<file path="src/rtl/ttf_pkg.sv">
// Shared types for the triangle tangent frame block.
// No dependencies.
package ttf_pkg;

  typedef struct packed {
    logic signed [31:0] pos_x;
    logic signed [31:0] pos_y;
    logic signed [31:0] pos_z;
    logic signed [31:0] tex_u;
    logic signed [31:0] tex_v;
  } vtx_in_t;

  typedef struct packed {
    logic signed [15:0] tangent_x;
    logic signed [15:0] tangent_y;
    logic signed [15:0] tangent_z;
    logic signed [15:0] bitangent_x;
    logic signed [15:0] bitangent_y;
    logic signed [15:0] bitangent_z;
    logic               degenerate;
  } frame_out_t;

  localparam int unsigned OP_W   = 33;  // signed delta width
  localparam int unsigned PROD_W = 66;

endpackage

</file>
<file path="src/rtl/ttf_mul.sv">
// Shared registered signed multiplier for the tangent frame sequencer.
// Depends on ttf_pkg.
module ttf_mul (
  input  logic                                   clk,
  input  logic signed [ttf_pkg::OP_W-1:0]        a,
  input  logic signed [ttf_pkg::OP_W-1:0]        b,
  output logic signed [ttf_pkg::PROD_W-1:0]      p_r
);
  import ttf_pkg::*;

  always_ff @(posedge clk) begin
    p_r <= a * b;
  end

endmodule

</file>
<file path="config.mk">
export PLATFORM = sky130hd
export DESIGN_NAME = ttf_mul
export DESIGN_NICKNAME = d
export VERILOG_FILES = /design/src/rtl/ttf_pkg.sv /design/src/rtl/ttf_mul.sv
export SDC_FILE = /design/constraint.sdc
export NUM_CORES = 2
export LEC_CHECK = 0
export CAP_MARGIN = 20
export CELL_PAD_IN_SITES_DETAIL_PLACEMENT = 1
export CELL_PAD_IN_SITES_GLOBAL_PLACEMENT = 1
export CORE_MARGIN = 2
export CORE_UTILIZATION = 42
export DETAILED_ROUTE_END_ITERATION = 10
export DONT_BUFFER_PORTS = 1
export PLACE_DENSITY_LB_ADDON = 0.1
export SYNTH_ARGS = -nofsm -noshare
export SYNTH_HDL_FRONTEND = slang
export SYNTH_SLANG_ARGS = --single-unit
export TNS_END_PERCENT = 20
</file>
<file path="constraint.sdc">
create_clock -name clk -period 9.4 [get_ports clk]
set_input_delay 1.41 -clock clk [delete_from_list [all_inputs] [get_ports clk]]
set_output_delay 1.41 -clock clk [all_outputs]
set_load 0.02 [all_outputs]
</file>
==> results.yml <==
status:
  status: "complete, no violations"
worst_hold_path:
  holdPathEnd: "p_r[0]"
  worstHoldPathCells: 1
  worstHoldStart: "b[0]"
  min_path_type: "in2reg"
synth:
  synthFlopType: "dfxtp_1"
  synth_edf_count: 0
  ys_types: 80
  ys_ff_latch: 66
  ys_warn_count: 0
  syn_area_per_cell_sq_um: 9.39
  async_flop_share_pct: 0
  syn-num-nets: 5767
  postSynthCellCount: 4338
  synth-seq-area-share_pct: 3.24
  syn_area_sq_mm: 0.0407
cells_and_area:
  largest_register_ffs: 66
  top_regs: "p_r x66"
  layout.nets: 5579
  syn_to_final_growth_pct: 2.95
  largest-register: "p_r"
  drive_gt1_share_pct: 1.81
  antennaDiodeCount: 0
  nFillCells: 11100
  stdcell_count: 5431
die:
  fp.coreArea_sq_mm: 0.0964
  num_io_pins: 133
  rows: 114
  fp.dieH_um: 315
  die_w_um: 315
  die_area_sq_mm: 0.0995
  start_util_pct: 42.2
critical_path:
  cp_slowest_stage_delay_ns: 0.87
  crit_family: "adder cells"
  required_ns: 9.69
  worst-path-buf-inv: 4
  crit_path_start_kind: "primary input"
  crit_chain: "nand2_1, inv_1, fa_1, fa_1, fa_1, inv_1, fa_1, fa_1, fa_1, fa_1, fa_1, inv_1, ha_1, and4_1, nand3_1, nand2b_1, nor2_1, a211oi_4, buf_4, a21oi_2, nor4b_2, a311oi_1"
  slowest_stage: "fa_1"
  endpoint_kind: "register"
  cp.arrival_ns: 9.15
  critPathMaxFanout: 33
  crit_path_frequent_cell: "fa_1"
  path_class: "in2reg"
timing:
  layout_min_cycle_time_ns: 8.86
  fmax_mhz: 113
  finalCritPeriodShare_pct: 94.3
  slew_viol_final: 0
  rsz0062_at_grt: "no"
  hold_violations: 0
  tightest_slew_ns: 0.948
  final.setup.tns_ns: 0
  finalSetupViolations: 0
  hold_ws_ns: 1.20
  slew_headroom_pct: 36.8
clock_tree:
  holdBufCountCts: 0
  root_buffer: "clkbuf_16"
  cts_tree: "done"
  cts_resized: 0
  cts_setup_buffers: 0
  clk_path_buf_depth: 2
  htreeDepth: 3
  cts.clk_slew.worst_paths_ns: 0.06
  cts_made_buffers: 9
  cts_num_sinks: 66
detailed_routing:
  wl_mm: 126
  route.detailed.drc: 0
  routedWlPerCell_um: 23.2
  drt_iter0_markers: 1216
  dr.pass1.iters: 5
  ant_nets: 0
  num_vias: 27900
  viasPerCell: 5.13
place:
  placed_cells: 5415
  portBuffers: 0
  dp_hpwl_mm: 101
  place_congestion: 0.870
job:
  cap_viol_max_count: 0
grt:
  antenna_found_initial: 7
  overflow: 0
  grt_util_all_layers_pct: 27.0
  first_global_vias: 33100
  grt_max_degree: 34
  grt_pass1_wl_mm: 201
==> synth_stat cells, types with 5 or more instances <==
library cell	number	area [sq um]
fa_1	1145	22900
inv_1	1131	4250
and2_1	562	3520
nand2_1	551	2070
ha_1	217	2720
clkbuf_1	208	781
nor2_1	68	255
dfxtp_1	66	1320
a21oi_1	57	285
xnor2_1	43	377
a21o_1	36	270
nand3_1	25	125
o21ai_0	25	125
xor2_1	25	219
nand2b_1	12	75.1
buf_2	11	55.1
nand4_1	11	68.8
o21bai_1	11	82.6
a31oi_1	8	50.1
a211oi_1	7	52.6
nor3_1	7	35.0
a211o_1	6	52.6
o21a_1	6	45.0
o21ai_1	6	30.0
and3_1	5	31.3
and4_1	5	43.8
nor2b_1	5	31.3
==> logic make-up (layout without fill, tap and decap cells) <==
family / Yosys count / in the layout / synth area share (%)
and+or+nand+nor: 1271 / 1271 / 15.8
adders and majority gates: 1362 / 1362 / 62.9
AOI/OAI and AO/OA: 219 / 219 / 4.07
DFF: 66 / 66 / 3.24
buffers and inverters: 1352 / 1169 / 12.5
xor gates and xnor gates: 68 / 68 / 1.46
==> metrics by stage <==
stage                     util (%)  setup WS, ns  cell area [sq um]
after floorplan                  -         0.754              40700
after global routing          43.5         0.214              41900
after global placement        43.2         0.273              41600
after detailed placement      43.2         0.168              41600
final                         43.5         0.539              41900
after CTS                     43.5         0.573              41900
==> per-layer routing <==
metal	wire length, um	vias up	global-route usage [%]
li1	-	11900	-
met1	50900	15300	33.9
met2	67300	471	49.4
met3	4160	160	2.65
met4	3900	0	7.55
met5	0	-	0
==> layout by cell type, fill, tap and decap left out, types with 12 or more instances in the layout <==
cell type,instances
nand3_1,25
a21o_1,36
ha_1,217
xnor2_1,43
nand2b_1,12
and2_1,562
nand2_1,551
fa_1,1145
o21ai_0,25
dfxtp_1,66
nor2_1,68
a21oi_1,57
inv_1,1131
xor2_1,25
buf_4,22
==> cell type report <==
class | count | area (sq um) | share of cell area [%]
well taps | 1276 | 1600 | 3.81
multi-input cells | 2920 | 34300 | 81.8
flip-flops and latches | 66 | 1320 | 3.15
clock buffers | 12 | 267 | 0.635
inverters | 1131 | 4250 | 10.1
clock inverters | 4 | 25.0 | 0.0597
repair buffers | 22 | 165 | 0.394
==> worst max-delay path by stage <==
stage	slack [ns]	cells after the start	from	to
2_1_floorplan	0.75	23	a[32]	p_r[62]
3_3_place_gp	0.27	22	a[32]	p_r[62]
3_5_place_dp	0.17	22	a[32]	p_r[58]
4_1_cts	0.57	22	a[32]	p_r[58]
5_1_grt	0.21	22	a[32]	p_r[58]
6_report	0.54	22	a[32]	p_r[58]
Power is left out: the tool's default activity adds up to more than one toggle a clock period on the data nets, which glitch-free logic cannot reach.
